### config.mk
export PLATFORM = sky130hd
export DESIGN_NAME = multi_server_queue_dispatcher
export DESIGN_NICKNAME = d
export VERILOG_FILES = /design/src/rtl/core/msqd_pkg.sv /design/src/rtl/core/msqd_cell.sv /design/src/rtl/core/msqd_scan.sv /design/src/rtl/core/multi_server_queue_dispatcher.sv
export VERILOG_INCLUDE_DIRS = /design/src /design/src/rtl/core
export SDC_FILE = /design/constraint.sdc
export NUM_CORES = 2
export LEC_CHECK = 0
export BUFFER_PORTS_ARGS = -buffer_cell sky130_fd_sc_hd__buf_2
export CORE_MARGIN = 2
export CORE_UTILIZATION = 43
export CTS_CLUSTER_SIZE = 16
export DETAILED_ROUTE_END_ITERATION = 7
export SLEW_MARGIN = 20
export SYNTH_ARGS = -nofsm -noshare
export SYNTH_HDL_FRONTEND = slang
export SYNTH_SLANG_ARGS = --single-unit
### constraint.sdc
create_clock -name clk -period 6.7 [get_ports clk]
set_input_delay 0.335 -clock clk [delete_from_list [all_inputs] [get_ports clk]]
set_output_delay 0.335 -clock clk [all_outputs]
set_load 0.02 [all_outputs]
### src/rtl/core/multi_server_queue_dispatcher_macros.svh
// ----------------------------------------------------------------------------
// Assertion macros for the multi-server queue dispatcher
// Concurrent checks, compiled out when SYNTH is defined.
// ----------------------------------------------------------------------------
`ifndef MULTI_SERVER_QUEUE_DISPATCHER_MACROS_SVH
`define MULTI_SERVER_QUEUE_DISPATCHER_MACROS_SVH
`ifndef SYNTH
// condition must hold at every clock edge outside reset
`define MSQD_ASSERT(label, clk, rst, cond) \
  label: assert property (@(posedge clk) disable iff (rst) (cond)) \
    else $error("msqd: check failed");
// consequent must hold in the same cycle as the antecedent
`define MSQD_ASSERT_IMP(label, clk, rst, ante, cons) \
  label: assert property (@(posedge clk) disable iff (rst) (ante) |-> (cons)) \
    else $error("msqd: implication failed");
`else
`define MSQD_ASSERT(label, clk, rst, cond)
`define MSQD_ASSERT_IMP(label, clk, rst, ante, cons)
`endif
`endif

### src/rtl/core/msqd_pkg.sv
// ----------------------------------------------------------------------------
// msqd_pkg
// Shared constants, payload structs and cell types of the dispatcher.
// ----------------------------------------------------------------------------
`default_nettype none

package msqd_pkg;

  localparam int MAX_WINDOWS = 16;
  localparam int IDX_W = (MAX_WINDOWS > 1) ? $clog2(MAX_WINDOWS) : 1;
  localparam int CNT_W = ($clog2(MAX_WINDOWS + 1) > 5) ? $clog2(MAX_WINDOWS + 1) : 5;

  // configuration register indexes
  localparam int CFG_IDX_W = 1;
  localparam logic [CFG_IDX_W-1:0] CFG_ACTIVE_WINDOWS = 1'b0;
  localparam logic [CFG_IDX_W-1:0] CFG_MAX_SERVICE    = 1'b1;
  localparam int CFG_DATA_W = 8;

  localparam logic [4:0] ACTIVE_WINDOWS_RESET = 5'd1;
  localparam logic [7:0] MAX_SERVICE_RESET    = 8'd60;

  typedef struct packed {
    logic [23:0] arrival_time;
    logic [7:0]  service_time;
  } msqd_in_t;

  typedef struct packed {
    logic [3:0]  window_index;
    logic [23:0] wait_time;
    logic [31:0] total_wait;
    logic [23:0] max_wait;
    logic [23:0] latest_finish;
    logic [15:0] served_by_window;
  } msqd_out_t;

  // per-server state held in one ring cell
  typedef struct packed {
    logic [23:0] free_at;
    logic [15:0] jobs;
  } srv_t;

  typedef struct packed {
    logic             clear;
    logic             step;
    logic [IDX_W-1:0] pos;
  } scan_ctrl_t;

  typedef struct packed {
    logic             found;
    logic [23:0]      best;
    logic [IDX_W-1:0] pick;
    logic [15:0]      jobs;
  } scan_res_t;

endpackage

`default_nettype wire

### src/rtl/core/msqd_cell.sv
// ----------------------------------------------------------------------------
// msqd_cell
// One server slot of the rotating ring: free-at time and served count.
// ----------------------------------------------------------------------------
`default_nettype none

module msqd_cell (
  input  wire logic           clk,
  input  wire logic           rst,
  input  wire logic           shift,
  input  wire msqd_pkg::srv_t d,
  output msqd_pkg::srv_t      q
);

  always_ff @(posedge clk) begin
    if (rst) begin
      q <= '0;
    end else if (shift) begin
      q <= d;
    end
  end

endmodule

`default_nettype wire

### src/rtl/core/msqd_scan.sv
// ----------------------------------------------------------------------------
// msqd_scan
// Shared comparator: examines the ring head once per cycle while the scan
// steps, and tracks the first free server or else the earliest-free one.
// ----------------------------------------------------------------------------
`default_nettype none

module msqd_scan (
  input  wire logic                           clk,
  input  wire logic                           rst,
  input  wire msqd_pkg::scan_ctrl_t           ctrl,
  input  wire msqd_pkg::srv_t                 head,
  input  wire logic [23:0]                    arrival,
  input  wire logic [msqd_pkg::CNT_W-1:0]     count,
  output msqd_pkg::scan_res_t                 res
);

  logic in_range;

  assign in_range = msqd_pkg::CNT_W'(ctrl.pos) < count;

  // candidate fields need no reset, only the found flag does
  always_ff @(posedge clk) begin
    if (rst) begin
      res.found <= 1'b0;
    end else if (ctrl.clear) begin
      res.found <= 1'b0;
    end else if (ctrl.step && in_range && !res.found) begin
      if (head.free_at <= arrival) begin
        res.found <= 1'b1;
        res.pick  <= ctrl.pos;
        res.jobs  <= head.jobs;
      end else if (ctrl.pos == '0 || head.free_at < res.best) begin
        res.best <= head.free_at;
        res.pick <= ctrl.pos;
        res.jobs <= head.jobs;
      end
    end
  end

endmodule

`default_nettype wire

### src/rtl/core/multi_server_queue_dispatcher.sv
// ----------------------------------------------------------------------------
// multi_server_queue_dispatcher
// Earliest-available-server list scheduling over a ring of server cells.
// ----------------------------------------------------------------------------
// Each request carries a job (arrival time, service time). The job goes to
// the lowest-index active server already free at arrival, or else to the
// earliest-free server (lowest index on ties), and one result request
// reports the server, the job's wait and the running statistics. Server
// state lives in a ring of MAX_WINDOWS cells that rotates one place per
// cycle while scanning, past a single shared comparator, so every job
// costs one full turn of the ring: a request is taken while idle, the scan
// passes all MAX_WINDOWS cells, then the update state writes the statistics
// once the output register is free. The chosen server's new state is
// written back as it passes the head during the next job's turn. A result
// waits in an output register, so a new job is taken while the previous
// result is still unread. The user must write configuration through
// cfg_we/cfg_index/cfg_data only while idle; the block does not enforce it.
// ----------------------------------------------------------------------------
`default_nettype none

`include "multi_server_queue_dispatcher_macros.svh"

module multi_server_queue_dispatcher (
  input  wire logic                                clk,
  input  wire logic                                rst,
  input  wire logic                                in_valid,
  output logic                                     in_ready,
  input  wire msqd_pkg::msqd_in_t                  in_data,
  output logic                                     out_valid,
  input  wire logic                                out_ready,
  output msqd_pkg::msqd_out_t                      out_data,
  input  wire logic                                cfg_we,
  input  wire logic [msqd_pkg::CFG_IDX_W-1:0]      cfg_index,
  input  wire logic [msqd_pkg::CFG_DATA_W-1:0]     cfg_data
);

  typedef enum logic [2:0] {
    ST_IDLE = 3'b001,
    ST_SCAN = 3'b010,
    ST_CALC = 3'b100
  } state_t;

  state_t state, state_next;

  // configuration registers
  logic [4:0] active_windows;
  logic [7:0] max_service;

  // job under work
  logic [23:0] arr_q;
  logic [7:0]  svc_q;

  // scan position, equals the number of ring rotations done in this turn
  logic [msqd_pkg::IDX_W-1:0] pos;
  logic                       last_pos;

  // deferred write-back of the previous job's server
  logic                       pend_valid;
  logic [msqd_pkg::IDX_W-1:0] pend_idx;
  msqd_pkg::srv_t             pend_srv;
  logic                       pend_hit;

  // running statistics
  logic [31:0] wait_sum;
  logic [23:0] wait_peak;
  logic [23:0] finish_peak;

  msqd_pkg::srv_t      ring [msqd_pkg::MAX_WINDOWS];
  msqd_pkg::srv_t      head_cur;
  msqd_pkg::scan_ctrl_t scan_ctrl;
  msqd_pkg::scan_res_t  scan_res;

  logic [msqd_pkg::CNT_W-1:0] aw_ext;
  logic [msqd_pkg::CNT_W-1:0] eff_count;

  logic        in_fire;
  logic        calc_go;
  logic        shift;
  logic [23:0] base;
  logic [24:0] fin_sum;
  logic [23:0] new_free;
  logic [15:0] new_jobs;
  logic [23:0] wait_now;
  logic [32:0] wsum_ext;
  logic [31:0] wsum_new;
  logic [23:0] wpeak_new;
  logic [23:0] fpeak_new;

  // ---------------------------------------------------------------- config
  always_ff @(posedge clk) begin
    if (rst) begin
      active_windows <= msqd_pkg::ACTIVE_WINDOWS_RESET;
      max_service    <= msqd_pkg::MAX_SERVICE_RESET;
    end else if (cfg_we) begin
      case (cfg_index)
        msqd_pkg::CFG_ACTIVE_WINDOWS: active_windows <= cfg_data[4:0];
        msqd_pkg::CFG_MAX_SERVICE:    max_service    <= cfg_data;
        default: ;
      endcase
    end
  end

  // clamp the server count into one..MAX_WINDOWS
  assign aw_ext = msqd_pkg::CNT_W'(active_windows);
  always_comb begin
    if (aw_ext == '0) begin
      eff_count = msqd_pkg::CNT_W'(1);
    end else if (aw_ext > msqd_pkg::CNT_W'(msqd_pkg::MAX_WINDOWS)) begin
      eff_count = msqd_pkg::CNT_W'(msqd_pkg::MAX_WINDOWS);
    end else begin
      eff_count = aw_ext;
    end
  end

  // ------------------------------------------------------------------ FSM
  assign in_ready = (state == ST_IDLE);
  assign in_fire  = in_valid && in_ready;
  assign last_pos = (pos == msqd_pkg::IDX_W'(msqd_pkg::MAX_WINDOWS - 1));
  // leave the update cycle only when the output register can take the result
  assign calc_go  = (state == ST_CALC) && (!out_valid || out_ready);
  assign shift    = (state == ST_SCAN);

  always_comb begin
    state_next = state;
    case (state)
      ST_IDLE: if (in_fire) state_next = ST_SCAN;
      ST_SCAN: if (last_pos) state_next = ST_CALC;
      ST_CALC: if (calc_go) state_next = ST_IDLE;
      default: state_next = ST_IDLE;
    endcase
  end

  always_ff @(posedge clk) begin
    if (rst) begin
      state <= ST_IDLE;
      pos   <= '0;
    end else begin
      state <= state_next;
      if (shift) begin
        pos <= last_pos ? '0 : pos + 1'b1;
      end
    end
  end

  // latch the job, clip the service time on the way in
  always_ff @(posedge clk) begin
    if (in_fire) begin
      arr_q <= in_data.arrival_time;
      svc_q <= (in_data.service_time > max_service) ? max_service
                                                    : in_data.service_time;
    end
  end

  // ----------------------------------------------------------------- ring
  // Head sees the pending write-back when its server comes around, and the
  // updated value rotates on toward the tail.
  assign pend_hit = pend_valid && (pend_idx == pos);
  assign head_cur = pend_hit ? pend_srv : ring[0];

  for (genvar i = 0; i < msqd_pkg::MAX_WINDOWS; i++) begin : g_cell
    msqd_pkg::srv_t cell_d;
    if (i == msqd_pkg::MAX_WINDOWS - 1) begin : g_tail
      assign cell_d = head_cur;
    end else begin : g_mid
      assign cell_d = ring[i+1];
    end
    msqd_cell u_cell (
      .clk   (clk),
      .rst   (rst),
      .shift (shift),
      .d     (cell_d),
      .q     (ring[i])
    );
  end

  assign scan_ctrl.clear = in_fire;
  assign scan_ctrl.step  = shift;
  assign scan_ctrl.pos   = pos;

  msqd_scan u_scan (
    .clk     (clk),
    .rst     (rst),
    .ctrl    (scan_ctrl),
    .head    (head_cur),
    .arrival (arr_q),
    .count   (eff_count),
    .res     (scan_res)
  );

  // ------------------------------------------------------------- update
  assign base     = scan_res.found ? arr_q : scan_res.best;
  assign fin_sum  = {1'b0, base} + {17'd0, svc_q};
  assign new_free = fin_sum[24] ? 24'hFF_FFFF : fin_sum[23:0];
  assign new_jobs = (scan_res.jobs == 16'hFFFF) ? scan_res.jobs : scan_res.jobs + 16'd1;
  assign wait_now = scan_res.found ? 24'd0 : scan_res.best - arr_q;
  assign wsum_ext = {1'b0, wait_sum} + {9'd0, wait_now};
  assign wsum_new = wsum_ext[32] ? 32'hFFFF_FFFF : wsum_ext[31:0];
  assign wpeak_new = (wait_now > wait_peak) ? wait_now : wait_peak;
  assign fpeak_new = (new_free > finish_peak) ? new_free : finish_peak;

  always_ff @(posedge clk) begin
    if (rst) begin
      pend_valid  <= 1'b0;
      wait_sum    <= '0;
      wait_peak   <= '0;
      finish_peak <= '0;
    end else if (calc_go) begin
      pend_valid  <= 1'b1;
      wait_sum    <= wsum_new;
      wait_peak   <= wpeak_new;
      finish_peak <= fpeak_new;
    end else if (shift && pend_hit) begin
      // drop the write-back once it is in the ring
      pend_valid <= 1'b0;
    end
  end

  always_ff @(posedge clk) begin
    if (calc_go) begin
      pend_idx         <= scan_res.pick;
      pend_srv.free_at <= new_free;
      pend_srv.jobs    <= new_jobs;
    end
  end

  // --------------------------------------------------------------- output
  always_ff @(posedge clk) begin
    if (rst) begin
      out_valid <= 1'b0;
    end else if (calc_go) begin
      out_valid <= 1'b1;
    end else if (out_ready) begin
      out_valid <= 1'b0;
    end
  end

  always_ff @(posedge clk) begin
    if (calc_go) begin
      out_data.window_index     <= 4'(scan_res.pick);
      out_data.wait_time        <= wait_now;
      out_data.total_wait       <= wsum_new;
      out_data.max_wait         <= wpeak_new;
      out_data.latest_finish    <= fpeak_new;
      out_data.served_by_window <= new_jobs;
    end
  end

  // ----------------------------------------------------------- assertions
  // ring is back in order whenever no scan is running
  `MSQD_ASSERT_IMP(a_ring_aligned, clk, rst, state != ST_SCAN, pos == '0)
  // chosen server lies among the active ones
  `MSQD_ASSERT_IMP(a_pick_active, clk, rst, state == ST_CALC, msqd_pkg::CNT_W'(scan_res.pick) < eff_count)
  // with no free server the earliest one frees up after arrival
  `MSQD_ASSERT_IMP(a_busy_wait, clk, rst, state == ST_CALC && !scan_res.found, scan_res.best > arr_q)
  // a result only appears from the update cycle
  `MSQD_ASSERT_IMP(a_out_src, clk, rst, $rose(out_valid), $past(state) == ST_CALC)

endmodule

`default_nettype wire

Word level (Yosys, flattened, before mapping)
Cells that the tools add are included.
{ "totals": {"elab_cells": 123, "memories": 0, "output_inout_bits": 126, "ramBits": 0, "romBits": 0, "latchBits": 0, "reg_bits": 967, "inputBits": 46} }
{ "classes": {"n_addsub": 5, "div_mod_pow": 0, "reduce_logical": 22, "magnitude_cmp": 7, "n_shift": 0, "eq_ne": 9, "muxes": 22, "bitwise_logic": 4, "n_mul": 0} }
{ "ops": {"columns": ["operator", "n"], "rows": [
  ["$mux W24", 5],
  ["$gt A24 B24 Y1", 2],
  ["$mux W20", 2],
  ["$mux W40", 1],
  ["$add A32 B24 Y33", 1],
  ["$mux W32", 1],
  ["$add A24 B8 Y25", 1],
  ["$le A24 B24 Y1", 1],
  ["$lt A24 B24 Y1", 1],
  ["$sub A24 B24 Y24", 1],
  ["$add A16 B1 Y16 const B", 1],
  ["$eq A16 B16 Y1 const B", 1],
  ["$mux W16", 1],
  ["$mux W5", 2],
  ["$mux W3", 3],
  ["$pmux W3 S3", 1],
  ["$gt A8 B8 Y1", 1],
  ["$mux W8", 1],
  ["$logic_and A1 B1 Y1", 6],
  ["$reduce_and A2 Y1", 3],
  ["$reduce_bool A2 Y1", 3],
  ["$gt A5 B5 Y1 const B", 1],
  ["$logic_not A5 Y1", 1],
  ["$lt A4 B5 Y1", 1],
  ["18 further kinds", 27]
]} }

Depth between registers and ports, before layout
{ "logic_depth": {"depth_word": 7, "mapped_depth": 27, "mapped_depth_nobuf": 20} }

Hierarchy
Synthesis repeated with hierarchy kept, for this count alone.
{ "hier_totals": {"hier_cells": 3886, "hier_area_um2": 42244.3} }
{ "modules_own_cells": {"columns": ["mod", "cells_per_inst", "n_inst", "area_per_inst_um2", "seq_area_each_um2"], "rows": [
  ["msqd_cell", 129, 16, 1457.6, 800.8],
  ["multi_server_queue_dispatcher", 1595, 1, 16250.6, 7447.1],
  ["msqd_scan", 227, 1, 2671.3, 1341.3]
]} }

Least setup slack after synthesis
OpenSTA, ideal clock, no wires.
{ "synth_path": {"path_kind": "register to register", "startpoint": "reg state[0]", "endpoint": "reg wait_sum[11]", "period_less_slack_ns": 6.122, "setup_time_ns": 0.382, "path_stages_with_launch": 9, "required_time_ns": 6.318, "t_arrival_ns": 5.739, "setup_slack_ns": 0.578, "path_buffers": 3, "cell_sequence": "dfxtp_1 > nand2b_1 > or2_0 > nand2b_1 > clkbuf_1 > inv_2 > clkbuf_1 > buf_1 > a311oi_1"} }
{ "synth_via": {"elab_chain_cells": 2} }
{ "synth_lines": {"columns": ["item", "line", "source"], "rows": [
  ["start, declared", "multi_server_queue_dispatcher.sv:43", "state_t state, state_next;"],
  ["start signal, assigned", "multi_server_queue_dispatcher.sv:138", "state <= state_next;"],
  ["$eq A3 B3 Y1", "multi_server_queue_dispatcher.sv:120", "assign calc_go = (state == ST_CALC) && (!out_valid || out_ready);"],
  ["$logic_and A1 B1 Y1", "multi_server_queue_dispatcher.sv:120", null],
  ["via calc_go", "multi_server_queue_dispatcher.sv:77", "logic calc_go;"],
  ["end signal, assigned", "multi_server_queue_dispatcher.sv:209", "wait_sum <= wsum_new;"],
  ["end, declared", "multi_server_queue_dispatcher.sv:64", "logic [31:0] wait_sum;"]
]} }
The timed path passes the listed nets, and every way through them passes these cells.
A chain may end at the register's enable or synchronous reset.

Final worst setup path
{ "layout_path": {"startpoint": "reg u_scan.res[44] (netlist bit)", "endpoint": "reg finish_peak[10]"} }
{ "layout_via": {"elab_chain_cells": 5} }
{ "layout_lines": {"columns": ["item", "line", "source"], "rows": [
  ["start, declared", "msqd_scan.sv:15", "output msqd_pkg::scan_res_t res"],
  ["$mux W24", "multi_server_queue_dispatcher.sv:191", "assign base = scan_res.found ? arr_q : scan_res.best;"],
  ["$add A24 B8 Y25", "multi_server_queue_dispatcher.sv:192", "assign fin_sum = {1'b0, base} + {17'd0, svc_q};"],
  ["$mux W24", "multi_server_queue_dispatcher.sv:193", "assign new_free = fin_sum[24] ? 24'hFF_FFFF : fin_sum[23:0];"],
  ["via new_free[11]", "multi_server_queue_dispatcher.sv:81", "logic [23:0] new_free;"],
  ["$gt A24 B24 Y1", "multi_server_queue_dispatcher.sv:199", "assign fpeak_new = (new_free > finish_peak) ? new_free : finish_peak;"],
  ["$mux W24", "multi_server_queue_dispatcher.sv:199", null],
  ["end signal, assigned", "multi_server_queue_dispatcher.sv:211", "finish_peak <= fpeak_new;"],
  ["end, declared", "multi_server_queue_dispatcher.sv:66", "logic [23:0] finish_peak;"]
]} }
The timed path passes the listed nets, and every way through them passes these cells.

==> results.toml <==
[outcome]
status = "finished, final reports clean"

[detailed_routing]
drtPass1Iterations = 5
detail_route.wl_per_cell_um = 15.8
drc = 0
final_antenna_net_count = 0
wirelength_mm = 94.9
via_count = 30700
drt_iter0_drc = 2643
vias_per_cell = 5.13

[sta]
worst_clock_skew_ns = 0.0501
grt_setup_unrepaired = "no"
tightestPinTransition_ns = 1.12
worst_slack_ns = 0.593
finalSetupTns_ns = 0
setup-violations-final = 0
maxSlewHeadroom = 0.254
period_needed_ns = 6.11
finalHoldViolCount = 0
hold_slack_ns = 0.0415
fmax_ghz = 0.164
slew_viol_final = 0
post-route-period-util = 0.911

[clocking]
clock-sinks = 967
max-clock-path-buffers = 3
tritoncts = "done"
clkTransAtPathRegs_ns = 0.06
clk_latency_ns = 0.70
ctsResizeCount = 0
hold_buffers = 39
clockRootBuffer = "clkbuf_16"
cts_made_buffers = 102
cts_setup_buffers = 0
htree_levels = 3

[placement]
place.gp.congestion = 0.910
placed_area_um2 = 42100
io_buffer_count = 171
dp_hpwl_mm = 61.3
dpl_worst_slack_ns = 0.595

[floorplanning]
start_util = 0.433
die_w_um = 310
io_pins = 172
die_area_um2 = 96300
die_h_um = 310
rows = 112
core_um2 = 93200

[flow_run]
cap_viol_max_count = 0

[global_routing]
grt_start_max_net_pins = 220
grt_pass1_vias = 27800
antenna_found_initial = 10
track_usage = 0.192
grt-ovfl-total = 0
grt_pass1_wl_mm = 150

[cells_and_area]
mostFrequentLayoutCells = "nand2_1 (1369), dfxtp_1 (742), a21oi_1 (729), edfxtp_1 (224), nor2_1 (219)"
final_nets = 4866
syn2layout_area_growth_pct = 13.7
post-route-util = 0.492
drive_above_1_share = 0.100
final_area_um2 = 45900
final_common_cell = "nand2_1"

[critical_path]
worstPathRequired_ns = 7.28
worstPathArrival_ns = 6.69
critPathMaxFanout = 51
end_kind = "flop"
r2r-start = "u_scan.res[44]"
crit_start = "u_scan.res[44]"
worstRegToRegCells = 19
start_kind = "flop"
crit_type = "flop to flop"
timing.rr.end = "finish_peak[10]"
r2r_slack_ns = 0.59
endpoint = "finish_peak[10]"

[worst_hold_path]
min_path_type = "input port to flop"

[synth]
syn_area_per_cell_um2 = 8.81
yosys_warnings = 0
mappedNetlistArea_um2 = 40300
synthAdderAreaFrac = 0.0523
syn_nets = 4795
ys_async_sr_fraction = 0
synthMuxAreaShare = 0.0289
synth_seq_area_share = 0.535
synth-simple-area-share = 0.185
synth_cell_types = 86
synth_xor_area_frac = 0.0143
synth_top_family_by_area = "simple AND/OR/NAND/NOR gates"
synth_flop_cell = "dfxtp_1"
synth-edff-count = 224
synthCells = 4582
ys_ff_latch = 967
synth_compound_area_frac = 0.143

[power_and_ir_drop]
powerDensity_nw_per_um2 = 303
vdd_ir_drop_max_v = 0.000205
p_leak_uw = 0.0164
## layer usage
layer,GRT usage,share of wire,vias to the layer above
met2,0.281,0.42,580
met1,0.284,0.50,14400
met3,0.0394,0.060,128
met5,0,0.00054,-
li1,-,-,15600
met4,0.0583,0.021,8
## metrics by stage
stage,power [µW],std cells
6_report,13900,5993
5_1_grt,14500,5993
4_1_cts,14000,5991
3_5_place_dp,8340,5764
3_3_place_gp,8340,5764
2_1_floorplan,7750,4582
## cell families (layout without fill, tap and decap cells)
family,Yosys count,in the layout
compound gates,1019,1019
xor+xnor,66,66
fa+ha+maj,167,167
buf+inv,417,572
flops,967,967
mux,107,107
other cells,0,2
simple gates,1839,1839
## final cells by class
class                   instances  area [µm²]
fillers                      8943       47300
flip-flops and latches        967       21600
multi-input cells            3198       17100
clock buffers                 152        2950
repair buffers                256        1690
well taps                    1254        1570
inverters                     128         485
clock inverters                36         442
diodes                          2        5.00
## sequential cells by signal, summed over array words and instances (netlist names), 5 cells and up
name             count
g_cell.u_cell.q    640
out_data           124
u_scan.res          45
wait_sum            32
arr_q               24
finish_peak         24
pend_srv            24
wait_peak           24
max_service          8
svc_q                8
active_windows       5
## critical path: stages, from the launching register on
cell and delay (ns):
dfxtp_4 0.65, o21ai_0 0.18, ha_1 0.24, fa_1 0.40, a21oi_1 0.24, o22ai_1 0.19, o211ai_1 0.45, nor3_4 0.12
nand2_1 0.41, o21ai_1 0.27, ha_1 0.38, nand3_1 0.08, or3_1 0.37, nor2_1 0.19, o21a_1 0.20, nor4_2 0.11
nor2_2 0.84, buf_4 0.34, nor2_1 0.06, a311oi_1 0.25
## where the power goes
part / switching (µW) / internal [µW] / total, µW / leakage (µW)
Sequential: 103 / 6180 / 6280 / 0.00803
Combinational: 1350 / 626 / 1970 / 0.00671
Clock: 2380 / 3260 / 5640 / 0.00165
Total: 3830 / 10100 / 13900 / 0.0164
## cell usage after synthesis (all sizes together) (25+ instances only)
library cell | n | share of area
nand2 | 1372 | 0.13
dfxtp | 743 | 0.37
a21oi | 730 | 0.091
clkbuf | 243 | 0.023
edfxtp | 224 | 0.17
nor2 | 221 | 0.021
ha | 164 | 0.051
inv | 128 | 0.012
o21ai | 89 | 0.011
mux2 | 73 | 0.020
nor3 | 68 | 0.0087
nand3 | 55 | 0.0071
a21o | 49 | 0.0091
buf | 46 | 0.0065
xnor2 | 35 | 0.0076
mux2i | 34 | 0.0085
xor2 | 31 | 0.0067
a311oi | 25 | 0.0054
nand4 | 25 | 0.0040
## how the worst min path moves through the flow
stage	from	to	slack [ns]	cells past startpoint
finish	cfg_we	max_service[0]	0.04	3
global route	cfg_we	max_service[0]	0.02	3
CTS	cfg_we	max_service[0]	0.0001	3
detailed placement	u_scan.res[16]	out_data[120]	0.40	0
global placement	u_scan.res[18]	out_data[122]	0.40	0
floorplan	u_scan.res[16]	out_data[120]	0.40	0
Power figures use the tool's default switching activity.
